`config.mk`:
```
export PLATFORM = sky130hd
export DESIGN_NAME = vqsr_slot_meta
export DESIGN_NICKNAME = d
export VERILOG_FILES = /design/src/hdl/virtqueue_slot_relay_macros.svh /design/src/hdl/vqsr_pkg.sv /design/src/hdl/vqsr_slot_meta.sv
export SDC_FILE = /design/constraint.sdc
export NUM_CORES = 2
export LEC_CHECK = 0
export BUFFER_PORTS_ARGS = -buffer_cell sky130_fd_sc_hd__buf_2
export CORE_MARGIN = 5
export CORE_UTILIZATION = 50
export CTS_BUF_LIST = sky130_fd_sc_hd__clkbuf_8 sky130_fd_sc_hd__clkbuf_16
export CTS_CLUSTER_SIZE = 20
export DETAILED_ROUTE_END_ITERATION = 8
export PLACE_DENSITY = 0.67
export SETUP_SLACK_MARGIN = 0.05
export SLEW_MARGIN = 20
export SYNTH_ARGS = -nofsm -noshare
export SYNTH_HDL_FRONTEND = slang
export SYNTH_MEMORY_MAX_BITS = 65536
export SYNTH_SLANG_ARGS = --single-unit
export TNS_END_PERCENT = 5
```
`constraint.sdc`:
```
create_clock -name i_clk -period 5 [get_ports i_clk]
set_clock_uncertainty 0.15 [all_clocks]
set_input_delay 1.25 -clock i_clk [delete_from_list [all_inputs] [get_ports i_clk]]
set_output_delay 1.25 -clock i_clk [all_outputs]
set_load 0.005 [all_outputs]
```
`src/hdl/virtqueue_slot_relay_macros.svh`:
```
// Assertion macros for the virtqueue slot relay; empty when synthesizing.
`ifndef VIRTQUEUE_SLOT_RELAY_MACROS_SVH
`define VIRTQUEUE_SLOT_RELAY_MACROS_SVH
`ifndef SYNTHESIS
// Check that cons holds in the same cycle as ante.
`define VQSR_ASSERT_NOW(lbl, ante, cons) \
    lbl: assert property (@(posedge i_clk) disable iff (!i_rst_n) (ante) |-> (cons)) \
        else $error("%m: check failed");
// Check that cons holds in the cycle after ante.
`define VQSR_ASSERT_NEXT(lbl, ante, cons) \
    lbl: assert property (@(posedge i_clk) disable iff (!i_rst_n) (ante) |=> (cons)) \
        else $error("%m: check failed");
`else
`define VQSR_ASSERT_NOW(lbl, ante, cons)
`define VQSR_ASSERT_NEXT(lbl, ante, cons)
`endif
`endif

```
`src/hdl/vqsr_pkg.sv`:
```
// Shared types, codes and constants of the virtqueue slot relay.
package vqsr_pkg;

    // Sizes and reset values
    localparam int QUEUE_SIZE_DEF     = 256;
    localparam int RST_QUEUE_SIZE     = 256;
    localparam logic [31:0] RST_MAX_SLOT_BYTES = 32'd4096;
    localparam int QS_W               = 9;
    localparam int POS_W              = 10;
    localparam int DESC_IDX_W         = 9;

    // Item functions
    localparam logic [1:0] FN_SUBMIT   = 2'd0;
    localparam logic [1:0] FN_COMPLETE = 2'd1;
    localparam logic [1:0] FN_LOAD     = 2'd2;

    // Result status codes
    localparam logic [2:0] ST_PUBLISHED = 3'd0;
    localparam logic [2:0] ST_NOSLOT    = 3'd1;
    localparam logic [2:0] ST_REJECTED  = 3'd2;
    localparam logic [2:0] ST_COMPLETED = 3'd3;
    localparam logic [2:0] ST_DROPPED   = 3'd4;
    localparam logic [2:0] ST_LOADED    = 3'd5;

    // Descriptor layouts
    localparam logic [1:0] KIND_OUT   = 2'd0;
    localparam logic [1:0] KIND_IN    = 2'd1;
    localparam logic [1:0] KIND_CHAIN = 2'd2;

    // Configuration register indexes
    localparam logic [1:0] CFG_PHYS_BASE = 2'd0;
    localparam logic [1:0] CFG_PHYS_SIZE = 2'd1;
    localparam logic [1:0] CFG_MAX_BYTES = 2'd2;
    localparam logic [1:0] CFG_QSIZE     = 2'd3;

    typedef struct packed {
        logic [1:0]  func;
        logic [15:0] request_tag;
        logic [31:0] out_length;
        logic [31:0] in_length;
        logic [31:0] used_id;
        logic [31:0] used_length;
        logic [8:0]  desc_index;
        logic [63:0] desc_address;
    } t_item;

    typedef struct packed {
        logic [2:0]  status;
        logic [7:0]  slot;
        logic [8:0]  head_desc;
        logic [1:0]  chain_kind;
        logic [8:0]  avail_position;
        logic [15:0] avail_counter_out;
        logic [15:0] tag;
        logic [63:0] buffer_address;
        logic [31:0] done_length;
    } t_result;

    typedef struct packed {
        logic init;
        logic pop;
        logic push;
    } t_stk_ctl;

    typedef struct packed {
        logic clear;
        logic set;
        logic clr;
        logic rd;
    } t_meta_ctl;

endpackage

```
`src/hdl/vqsr_slot_meta.sv`:
```
// Per-slot in-flight flags plus a memory of request tag and in-part flag.
module vqsr_slot_meta #(
    parameter int QUEUE_SIZE = vqsr_pkg::QUEUE_SIZE_DEF,
    localparam int SLOT_W = (QUEUE_SIZE > 1) ? $clog2(QUEUE_SIZE) : 1
) (
    input  logic                i_clk,
    input  logic                i_rst_n,
    input  vqsr_pkg::t_meta_ctl i_ctl,
    input  logic [SLOT_W-1:0]   i_slot,
    input  logic [15:0]         i_tag,
    input  logic                i_has_in,
    output logic                o_inflight,
    output logic [15:0]         o_tag,
    output logic                o_has_in
);
    import vqsr_pkg::*;

    logic [QUEUE_SIZE-1:0] r_inflight;
    logic [16:0]           r_mem [QUEUE_SIZE];
    logic [16:0]           r_rd_data;

    // Track which slots are in flight
    always_ff @(posedge i_clk) begin
        if (!i_rst_n || i_ctl.clear) begin
            r_inflight <= '0;
        end else if (i_ctl.set) begin
            r_inflight[i_slot] <= 1'b1;
        end else if (i_ctl.clr) begin
            r_inflight[i_slot] <= 1'b0;
        end
    end

    // Record tag and in-part flag on publish
    always_ff @(posedge i_clk) begin
        if (i_ctl.set) begin
            r_mem[i_slot] <= {i_has_in, i_tag};
        end
    end

    always_ff @(posedge i_clk) begin
        if (i_ctl.rd) begin
            r_rd_data <= r_mem[i_slot];
        end
    end

    assign o_inflight = r_inflight[i_slot];
    assign o_tag      = r_rd_data[15:0];
    assign o_has_in   = r_rd_data[16];

endmodule

```
==> results.md <==
- Fin crit share: 106%
- Antenna violations before repair: 22
- Vias in the first global route: 90800
- Endpoints failing hold: 0
- GRT Residual Overflow: 0
- Share of layout cells above drive strength 1: 27.2%
- Worst-path fanout max: 6
- Area grow syn2layout: 14.1%
- Highest clock rate: 0.189 GHz
- Ys Warns: 0
- Nature of the critical path endpoint: output port
- Vias post-DR: 91600
- PnR Total Power: 79.2 mW
- Flop pwr share: 53.7%
- Syn_area_per_cell: 21.0 um^2
- Cell Area, Synth: 176000 um^2
- Worst min-delay path class: reg2reg
- DR WL/cell: 34.4 um
- Die W: 603 um
- Register bit total from synthesis: 4625
- CTS tree: built
- Tmin final: 5.28 ns
- Final setup fails: 1
- Core area: 352000 um^2
- Sinks on Clock Net: 4625
- Max-slew violations: 0
- Antenna Violating Nets Remaining: 0
- Area after DPL: 186000 um^2
- CP Class: in2out
- CTS Root Cell: clkbuf_16
- Initial core utilization: 50.0%
- Gate Count Post-Synth: 8378
- P_int: between 60 and 70 mW
- Max-Cap Viols: 0
- Arr. time, crit path: 3.88 ns
- Slew margin rel.: approximately 16%
- Routed vias/inst: between 6 and 7
- CTS buffer count: 447
- RSZ-0062 raised after global routing: true
- H-tree levels: 5
- Placer congestion estimate: 0.889
- Clock Latency Late Sink: between 0.9 and 1 ns
- Hold_buf cts: 0
- Final Routed Wirelength: 482000 um
- Hpwl dp: 281000 um
- Setup slack after layout: -0.278 ns
- Largest net degree at the start of global routing: 146
- Finished layout cell area: 201000 um^2
- Failing checks: setup timing
- First-pass iteration count of the detailed router: 6
- Seq/Total Area, Yosys: 77.4%
- Combinational power share: around 4.8%
- Clk slew on worst S/H paths: ~0.060 ns
- Top Ports: a little under 50
- DIE AREA: about 360000 um^2
- Psw: 16.8 mW
- Net Sw Frac: 21.2%
- Clk network pwr share: between 40% and 50%
- Syn Nets: 8409
- Die H: 603 um
- Setup slack at placement: -0.714 ns
- CTS max path bufs: 4
- Status: complete, but fails checks
- Tightest Pin Transition: 1.24 ns
- Unique cell type count in the Yosys netlist: 27
- First-iteration detailed-routing DRC count: 13700
- PortBufs: 48
- Remaining DRCs: 0
- Row count: 218
- Pwr Density: 394 nW/um^2
- Required time of the critical path: 3.60 ns
- First-pass GRT wire length: 683000 um
- GRT Overall Usage: 26.2%
- Number of nets in the layout: approximately 9000
- VDD IR max: 0.338 mV
- Startpoint types: input pin
- Pleak: 64.8 nW
- Reg2reg setup slack: approximately 1.7 ns
[worst max-delay path, cell delays in order]
cell,delay [ns]
buf_16,0.15
buf_12,0.14
buf_4,0.12
mux4_2,0.49
a22oi_2,0.27
a21oi_2,0.11
o41ai_4,0.32
buf_4,0.19
nand4_1,0.47
buf_2,0.33
[cells by family (layout without fill, tap and decap cells)]
| group | count (synthesis) | count (layout) | share of synthesized area [%] |
|---|---|---|---|
| muxes | 1152 | 1152 | 14.7 |
| and+or+nand+nor | 374 | 374 | 0.872 |
| DFF | 4625 | 4625 | 77.4 |
| buffers and inverters | 779 | 1742 | 1.90 |
| other | 0 | 30 | 0 |
| AOI/OAI and AO/OA | 1448 | 1448 | 5.09 |
[cell usage in the layout, fill, tap and decap left out, types with 18 or more instances in the layout]
cell type | Yosys | routed
clkbuf_16 | 0 | 458
a22oi_2 | 0 | 19
dfxtp_1 | 256 | 256
buf_2 | 100 | 29
bufinv_16 | 0 | 36
inv_1 | 256 | 353
a22oi_1 | 576 | 557
buf_12 | 0 | 71
buf_8 | 0 | 27
buf_4 | 11 | 516
nand2_1 | 290 | 287
clkinv_2 | 0 | 77
diode_2 | 0 | 30
o41ai_2 | 0 | 35
nand4_1 | 18 | 18
o41ai_4 | 0 | 18
a21oi_1 | 544 | 534
mux4_2 | 1152 | 1152
o21ai_0 | 256 | 256
clkinv_1 | 0 | 115
edfxtp_1 | 4369 | 4369
o41ai_1 | 72 | 19
[repair_timing]
| action | in CTS | in global routing |
|---|---|---|
| setup buffers | 11 | 0 |
| pin swaps | 15 | 0 |
| gates cloned | 5 | 0 |
| endpoints found under the setup margin | 1 | 1 |
| gates resized for setup | 46 | 3 |
[layer usage]
metal	vias up	GRT usage [%]	part of all wire, %
li1	36300	-	-
met1	48700	37.2	38
met2	5652	40.2	47
met3	920	5.50	11
met4	12	10.4	4.4
met5	-	0	0.016
[synthesized netlist by cell type (all sizes together)]
library cell	number	area share (%)
buf	220	0.71
nor3b	1	0.0043
a22oi	576	2.5
nand2	290	0.62
and3	1	0.0036
nand3	5	0.014
and2	2	0.0071
or2	3	0.011
o21ai	256	0.73
clkbuf	303	0.65
mux4	1152	15
o41ai	72	0.36
nand2b	9	0.032
a21oi	544	1.5
nor2	28	0.060
nor3	8	0.023
or3b	1	0.0050
nand4	18	0.064
nor2b	6	0.021
and3b	1	0.0050
edfxtp	4369	74
nand3b	1	0.0043
dfxtp	256	2.9
inv	256	0.55
[registers in the layout, indices dropped and copies added, names as in the netlist, named ones only]
| register | flops |
|---|---|
| r_rd_data | 17 |
| r_mem | 4352 |
[power by group through the flow]
stage | registers (mW) | clock network (mW) | logic, mW
after floorplan | 43.3 | 0 | 1.84
final | 42.5 | 32.9 | 3.79
after CTS | 42.5 | 33.2 | 3.79
after detailed placement | 43.3 | 0 | 3.75
after global routing | 42.5 | 34.9 | 3.97
after global placement | 43.3 | 0 | 3.65
[path summary, 6_finish.rpt]
check                      start       endpoint  depth (start not counted)
setup / recovery       i_slot[0]     o_inflight                         10
hold / removal         flip-flop      flip-flop                          2
setup reg to reg  r_mem[239][16]  r_rd_data[16]                          5
hold reg to reg        flip-flop      flip-flop                          2
[metrics by stage]
stage          util (%)  hold WS [ns]  TNS, ns  instances
2_1_floorplan         -         0.301        0       8378
6_report           57.1         0.327   -0.278      14000
5_1_grt            57.1         0.342   -0.262      14000
3_5_place_dp       52.9         0.316    -2.02      13100
3_3_place_gp       52.8         0.307   -13.64      13100
4_1_cts            57.1         0.324   -0.282      14000
[layout make-up]
cell class	count	area (um^2)
Tap cell	4620	5780
Clock buffer	467	11600
Clock inverter	361	2760
Fill cell	25200	151000
Multi-Input combinational cell	2974	37300
Sequential cell	4625	136000
Timing Repair Buffer	658	6190
Inverter	256	961
Antenna cell	30	75.1
No activity file was read; power rests on OpenSTA's default activity.
