==> src/hdl/virtqueue_slot_relay_macros.svh <==
// Assertion macros for the virtqueue slot relay; empty when synthesizing.
`ifndef VIRTQUEUE_SLOT_RELAY_MACROS_SVH
`define VIRTQUEUE_SLOT_RELAY_MACROS_SVH
`ifndef SYNTHESIS
// Check that cons holds in the same cycle as ante.
`define VQSR_ASSERT_NOW(lbl, ante, cons) \
    lbl: assert property (@(posedge i_clk) disable iff (!i_rst_n) (ante) |-> (cons)) \
        else $error("%m: check failed");
// Check that cons holds in the cycle after ante.
`define VQSR_ASSERT_NEXT(lbl, ante, cons) \
    lbl: assert property (@(posedge i_clk) disable iff (!i_rst_n) (ante) |=> (cons)) \
        else $error("%m: check failed");
`else
`define VQSR_ASSERT_NOW(lbl, ante, cons)
`define VQSR_ASSERT_NEXT(lbl, ante, cons)
`endif
`endif

==> src/hdl/vqsr_pkg.sv <==
// Shared types, codes and constants of the virtqueue slot relay.
package vqsr_pkg;

    // Sizes and reset values
    localparam int QUEUE_SIZE_DEF     = 256;
    localparam int RST_QUEUE_SIZE     = 256;
    localparam logic [31:0] RST_MAX_SLOT_BYTES = 32'd4096;
    localparam int QS_W               = 9;
    localparam int POS_W              = 10;
    localparam int DESC_IDX_W         = 9;

    // Item functions
    localparam logic [1:0] FN_SUBMIT   = 2'd0;
    localparam logic [1:0] FN_COMPLETE = 2'd1;
    localparam logic [1:0] FN_LOAD     = 2'd2;

    // Result status codes
    localparam logic [2:0] ST_PUBLISHED = 3'd0;
    localparam logic [2:0] ST_NOSLOT    = 3'd1;
    localparam logic [2:0] ST_REJECTED  = 3'd2;
    localparam logic [2:0] ST_COMPLETED = 3'd3;
    localparam logic [2:0] ST_DROPPED   = 3'd4;
    localparam logic [2:0] ST_LOADED    = 3'd5;

    // Descriptor layouts
    localparam logic [1:0] KIND_OUT   = 2'd0;
    localparam logic [1:0] KIND_IN    = 2'd1;
    localparam logic [1:0] KIND_CHAIN = 2'd2;

    // Configuration register indexes
    localparam logic [1:0] CFG_PHYS_BASE = 2'd0;
    localparam logic [1:0] CFG_PHYS_SIZE = 2'd1;
    localparam logic [1:0] CFG_MAX_BYTES = 2'd2;
    localparam logic [1:0] CFG_QSIZE     = 2'd3;

    typedef struct packed {
        logic [1:0]  func;
        logic [15:0] request_tag;
        logic [31:0] out_length;
        logic [31:0] in_length;
        logic [31:0] used_id;
        logic [31:0] used_length;
        logic [8:0]  desc_index;
        logic [63:0] desc_address;
    } t_item;

    typedef struct packed {
        logic [2:0]  status;
        logic [7:0]  slot;
        logic [8:0]  head_desc;
        logic [1:0]  chain_kind;
        logic [8:0]  avail_position;
        logic [15:0] avail_counter_out;
        logic [15:0] tag;
        logic [63:0] buffer_address;
        logic [31:0] done_length;
    } t_result;

    typedef struct packed {
        logic init;
        logic pop;
        logic push;
    } t_stk_ctl;

    typedef struct packed {
        logic clear;
        logic set;
        logic clr;
        logic rd;
    } t_meta_ctl;

endpackage

==> src/hdl/vqsr_free_stack.sv <==
// LIFO free-slot stack in a synchronous memory, with a low-water mark for init.
module vqsr_free_stack #(
    parameter int QUEUE_SIZE = vqsr_pkg::QUEUE_SIZE_DEF,
    localparam int SLOT_W = (QUEUE_SIZE > 1) ? $clog2(QUEUE_SIZE) : 1,
    localparam int CNT_W = $clog2(QUEUE_SIZE + 1)
) (
    input  logic               i_clk,
    input  logic               i_rst_n,
    input  vqsr_pkg::t_stk_ctl i_ctl,
    input  logic [CNT_W-1:0]   i_qs,
    input  logic [SLOT_W-1:0]  i_push_slot,
    output logic [CNT_W-1:0]   o_free_count,
    output logic [SLOT_W-1:0]  o_slot
);
    import vqsr_pkg::*;

    localparam int QS_RESET = (QUEUE_SIZE < RST_QUEUE_SIZE) ? QUEUE_SIZE : RST_QUEUE_SIZE;

    logic [SLOT_W-1:0] r_mem [QUEUE_SIZE];
    logic [CNT_W-1:0]  r_fc, n_fc;
    logic [CNT_W-1:0]  r_lw, n_lw;
    logic              r_from_init;
    logic [SLOT_W-1:0] r_init_val;
    logic [SLOT_W-1:0] r_rd_data;
    logic [CNT_W-1:0]  pop_pos;
    logic              pop_fresh;
    logic              push_ok;

    // Entries below the low-water mark still hold their init value
    assign pop_pos   = r_fc - CNT_W'(1);
    assign pop_fresh = pop_pos < r_lw;
    assign push_ok   = r_fc < CNT_W'(QUEUE_SIZE);

    // Next fill count and low-water mark
    always_comb begin
        n_fc = r_fc;
        n_lw = r_lw;
        if (i_ctl.init) begin
            n_fc = i_qs;
            n_lw = i_qs;
        end else if (i_ctl.pop) begin
            n_fc = pop_pos;
            if (pop_fresh) begin
                n_lw = pop_pos;
            end
        end else if (i_ctl.push && push_ok) begin
            n_fc = r_fc + CNT_W'(1);
        end
    end

    always_ff @(posedge i_clk) begin
        if (!i_rst_n) begin
            r_fc        <= CNT_W'(QS_RESET);
            r_lw        <= CNT_W'(QS_RESET);
            r_from_init <= 1'b0;
        end else begin
            r_fc <= n_fc;
            r_lw <= n_lw;
            if (i_ctl.pop) begin
                r_from_init <= pop_fresh;
            end
        end
    end

    // Read the popped entry and its init value
    always_ff @(posedge i_clk) begin
        if (i_ctl.pop) begin
            r_rd_data  <= r_mem[pop_pos[SLOT_W-1:0]];
            r_init_val <= SLOT_W'(i_qs - CNT_W'(1) - pop_pos);
        end
    end

    // Push a freed slot on top
    always_ff @(posedge i_clk) begin
        if (i_ctl.push && push_ok && !i_ctl.init) begin
            r_mem[r_fc[SLOT_W-1:0]] <= i_push_slot;
        end
    end

    assign o_free_count = r_fc;
    assign o_slot       = r_from_init ? r_init_val : r_rd_data;

endmodule

==> config.mk <==
export PLATFORM = sky130hd
export DESIGN_NAME = vqsr_free_stack
export DESIGN_NICKNAME = d
export VERILOG_FILES = /design/src/hdl/virtqueue_slot_relay_macros.svh /design/src/hdl/vqsr_pkg.sv /design/src/hdl/vqsr_free_stack.sv
export SDC_FILE = /design/constraint.sdc
export NUM_CORES = 2
export LEC_CHECK = 0
export BUFFER_PORTS_ARGS = -buffer_cell sky130_fd_sc_hd__buf_2
export CAP_MARGIN = 20
export CORE_AREA = 4 4 390 392
export CTS_CLUSTER_SIZE = 10
export DETAILED_ROUTE_END_ITERATION = 10
export DIE_AREA = 0 0 394 396
export GPL_TIMING_DRIVEN = 0
export PLACE_DENSITY = 0.7
export SYNTH_ARGS = -nofsm -noshare
export SYNTH_HDL_FRONTEND = slang
export SYNTH_SLANG_ARGS = --single-unit
==> constraint.sdc <==
create_clock -name i_clk -period 4.29 [get_ports i_clk]
set_input_delay 0.6435 -clock i_clk [delete_from_list [all_inputs] [get_ports i_clk]]
set_output_delay 0.6435 -clock i_clk [all_outputs]
set_load 0.01 [all_outputs]
==> reports/summary.md <==
The run finished, with violations left. The checks that failed: negative setup slack. Yosys attributes the largest share of cell area to sky130_fd_sc_hd__edfxtp_1 (76%), sky130_fd_sc_hd__mux4_2 (18%), sky130_fd_sc_hd__nor2_1 (1.2%). After routing the design area is 91300 um2. VDD sags by at most 0.405 mV.

The largest fanout on the critical path was 11. Yosys instantiated no cell more often than sky130_fd_sc_hd__edfxtp_1. At the worst endpoint, the required time is 4740 ps.

Using the TritonRoute via totals, the vias-per-cell ratio works out to 6.72. For this run, the detailed router's first-pass iteration total came to 6. The critical path is of the flip-flop to flip-flop type. Among all flip-flop cells after synthesis, the most frequent one is sky130_fd_sc_hd__edfxtp_1.

The commonest cells after synthesis are sky130_fd_sc_hd__edfxtp_1 (2064), sky130_fd_sc_hd__mux4_2 (640), sky130_fd_sc_hd__nor2_1 (270), sky130_fd_sc_hd__clkbuf_1 (127), sky130_fd_sc_hd__nand2_1 (87). After floorplanning, the core was sized to cover 149000 um2. At the later pin of the worst-skew pair, clock insertion delay measures 880 ps. The worst path needs 4400 ps of the cycle, external delays included. The capturing instance or port of the critical path is r_mem[142][4].

The share of total power in sequential cells is 0.498, and the power per cell area is 496 nW/um2. The routed design has 210 mm of wire. Dividing the synthesized area by the synthesized cell count gives 22.6 um2.

Internal power comes to 34.2 mW. The floorplan step set the die width to 394 um. OpenSTA, run right after detailed placement, puts the worst setup slack at -3120 ps. The placed standard-cell area was 84500 um2.

Setup violations remaining at the end of the flow were counted as 67. Endpoint type of the worst setup path: a flip-flop. The register-to-register setup slack was -110 ps. After clock tree synthesis, the clock-pin slew on the worst setup and hold paths is 60 ps.

For the final database, setup skew stands at 62.7 ps. The fraction of power spent switching nets is 0.244. The initial antenna violation count was 11; the DRC violations left was 0. The filler cells instantiated in the layout total 10034.

Counting tap cells, the placed design contains a total of 5602 instances. The worst register-to-register path begins at o_free_count[3]. The die height is 396 um. The count of nets left with antenna violations once routing finished came out at 0. The full die area is 156000 um2. The worst register-to-register path has a depth of 6. For this block, the initial DRC count from the detailed router was 5913. The design draws 45.3 mW. The cell sitting at the root of the clock tree is a sky130_fd_sc_hd__clkbuf_16.

TritonCTS built the clock tree. The count of final max-slew check failures was 0; the area added between synthesis and finish was 12.2%. Pin placement for this block handled 39 I/O pins.

Number of violations of the max-capacitance limit: 0. The transition time of the tightest slew-check pin is 1110 ps, and the initial standard-cell utilization of the core is 0.546. The first global-routing pass estimated 297 mm of wire. In the final design database the tool counted 3934 nets. Global routing finished with a remaining overflow of 0. The layout cell share with drive strength beyond 1 is 0.292, and the H-tree depth reported by CTS is 4. The logs give 228 for the number of buffers created by CTS and 0 for the number of hold-slack violations in the final timing report. Entering global routing, the biggest net connects 145 pins. The clock group share of total power is 0.374, and the post-cts hold buffer count is 0. The via count of the first global-routing pass was 39598. The launching element of the worst setup path is o_free_count[3]. The worst hold path belongs to the class input pin to flip-flop. Worst slew margin relative to its limit: 0.258. Setup repair after global routing could not meet its margin everywhere. The routed layout has 39552 vias.

The post-route clock period utilization is 1.03, and the cell row count is 142. The static power due to leakage is 27.9 nW, and the sequential-to-total area share from yosys stat is 0.767. The tools report the yosys synthesis warning count as 0. The final worst-path setup slack came out at -113 ps. The kind of start point of the critical path is a flip-flop. Derived from the worst setup path, the maximum achievable clock frequency is 227 MHz.

The area share of the largest cell type after synthesis is 0.762. Summed over all failing endpoints, the final setup total negative slack is -4160 ps. The number of nets handed over by synthesis was 3641. The power share of the combinational group is 0.128, and the flop and latch count out of synthesis is 2083.

The run gives 2083 as the total clock sinks. Port buffering added 37 buffers. Number of cells traversed by the worst hold path: 2. For the gate count of the mapped netlist, the log shows 3602. At the end of routability-driven placement, the weighted congestion stood at 0.942. The tools report the number of buffers on the longest clock path as 3. Counting flops with a built-in enable in the synthesized netlist gives 2064.

For this run, the number of standard cells in the final layout without fillers is 5890. The run gives 54 as the count of distinct cell types in the synthesized netlist. The cell taking the most area after synthesis is sky130_fd_sc_hd__edfxtp_1.

At the worst endpoint, the arrival time is 4850 ps. HPWL after detailed placement: 136 mm. The share of synthesized flip-flops with an asynchronous set or reset works out to 0. Worst flop-to-flop path endpoint: r_mem[142][4].

The run gives 81300 um2 as the cell area after synthesis. The switching power came out at 11.1 mW. The all-layer global routing usage was 0.272; the routed length per instance was 35.7 um.
## cells in the final DEF (no fill, tap or decap), types with 10 or more instances in the layout
cell type                      n
sky130_fd_sc_hd__inv_1        19
sky130_fd_sc_hd__o211ai_1     12
sky130_fd_sc_hd__a21oi_1      14
sky130_fd_sc_hd__o211a_1      16
sky130_fd_sc_hd__edfxtp_1   2064
sky130_fd_sc_hd__clkbuf_8     10
sky130_fd_sc_hd__xnor2_1      13
sky130_fd_sc_hd__clkbuf_1     78
sky130_fd_sc_hd__buf_16       11
sky130_fd_sc_hd__dfxtp_1      18
sky130_fd_sc_hd__mux4_2      640
sky130_fd_sc_hd__buf_4        21
sky130_fd_sc_hd__ha_1         14
sky130_fd_sc_hd__clkbuf_16   229
sky130_fd_sc_hd__nor2_1      268
sky130_fd_sc_hd__mux2i_1      21
sky130_fd_sc_hd__nand2_1      87
sky130_fd_sc_hd__buf_2        88
sky130_fd_sc_hd__clkbuf_4     19
sky130_fd_sc_hd__nand3_1      83
sky130_fd_sc_hd__buf_8        12
sky130_fd_sc_hd__clkbuf_2     42
sky130_fd_sc_hd__o21ai_0      10
## routing by layer
| metal | part of all wire | vias to the layer above | global-route usage | wire length (um) |
|---|---|---|---|---|
| met3 | 0.11 | 417 | 0.0714 | 24100 |
| li1 | - | 15668 | - | - |
| met5 | 0.00010 | - | 0 | 22 |
| met2 | 0.47 | 2466 | 0.413 | 98300 |
| met1 | 0.38 | 20997 | 0.387 | 79400 |
| met4 | 0.040 | 4 | 0.105 | 8480 |
## how the worst min path moves through the flow
stage / from / end / slack (ps)
2_1_floorplan: r_lw[0] / r_lw[0] / 480
3_3_place_gp: r_lw[8] / r_lw[8] / 510
3_5_place_dp: r_lw[2] / r_lw[2] / 510
4_1_cts: i_rst_n / o_free_count[5] / 50
5_1_grt: i_rst_n / o_free_count[5] / 110
6_report: i_rst_n / o_free_count[5] / 130
## power by group through the flow
stage                     Combinational, mW  Sequential, mW  Clock, mW
final                                  5.81            22.5       16.9
after global routing                   5.96            22.5       18.0
after CTS                              5.72            22.5       17.1
after detailed placement               5.48            22.9          0
after global placement                 5.36            23.0          0
after floorplan                        3.09            22.9          0
## sequential cells by signal (all words and copies together) (netlist names)
signal,cells
r_rd_data,8
r_mem,2048
r_from_init,1
r_init_val,8
o_free_count,9
r_lw,9
## layout make-up
type	instances	area, um2	area share
Sequential cell	2083	62400	0.683
Multi-Input combinational cell	1284	18200	0.199
Clock buffer	249	5780	0.0634
Tap cell	1944	2430	0.0266
Buffer	212	1250	0.0137
Timing Repair Buffer	63	747	0.00818
Clock inverter	23	405	0.00444
Inverter	23	90.1	0.000987
Antenna cell	9	22.5	0.000247
## critical path, cell delays in order, from the launching register on
cell                       delay (ps)
sky130_fd_sc_hd__dfxtp_1          450
sky130_fd_sc_hd__clkbuf_1         550
sky130_fd_sc_hd__and2_1           210
sky130_fd_sc_hd__clkbuf_1         330
sky130_fd_sc_hd__nand3_1          690
sky130_fd_sc_hd__clkbuf_2         850
sky130_fd_sc_hd__nor2_1           880
## stage by stage
| stage | hold WS (ps) | utilization |
|---|---|---|
| 2_1_floorplan | 485 | - |
| 3_3_place_gp | 509 | 0.564 |
| 3_5_place_dp | 514 | 0.567 |
| 4_1_cts | 50.8 | 0.613 |
| 5_1_grt | 113 | 0.613 |
| 6_report | 128 | 0.613 |
## kinds of logic (layout without fill, tap and decap cells)
group / after synthesis / in the layout / share of synthesized area
compound gates: 93 / 94 / 0.00866
xor+xnor: 24 / 24 / 0.00305
fa+ha+maj: 18 / 18 / 0.00283
buf+inv: 236 / 570 / 0.0128
flops: 2083 / 2083 / 0.767
mux: 680 / 680 / 0.182
other cells: 0 / 9 / 0
simple gates: 468 / 468 / 0.0238
## repair_timing
item | 4_1_cts | 5_1_grt
setup endpoints to repair | 643 | 54
buffers inserted | 2 | 4
pin swaps | 4 | 1
gates resized for setup | 148 | 12
gates cloned | 1 | 0
endpoints found under the hold margin | 0 | 0
(Power assumes the default switching activity.)
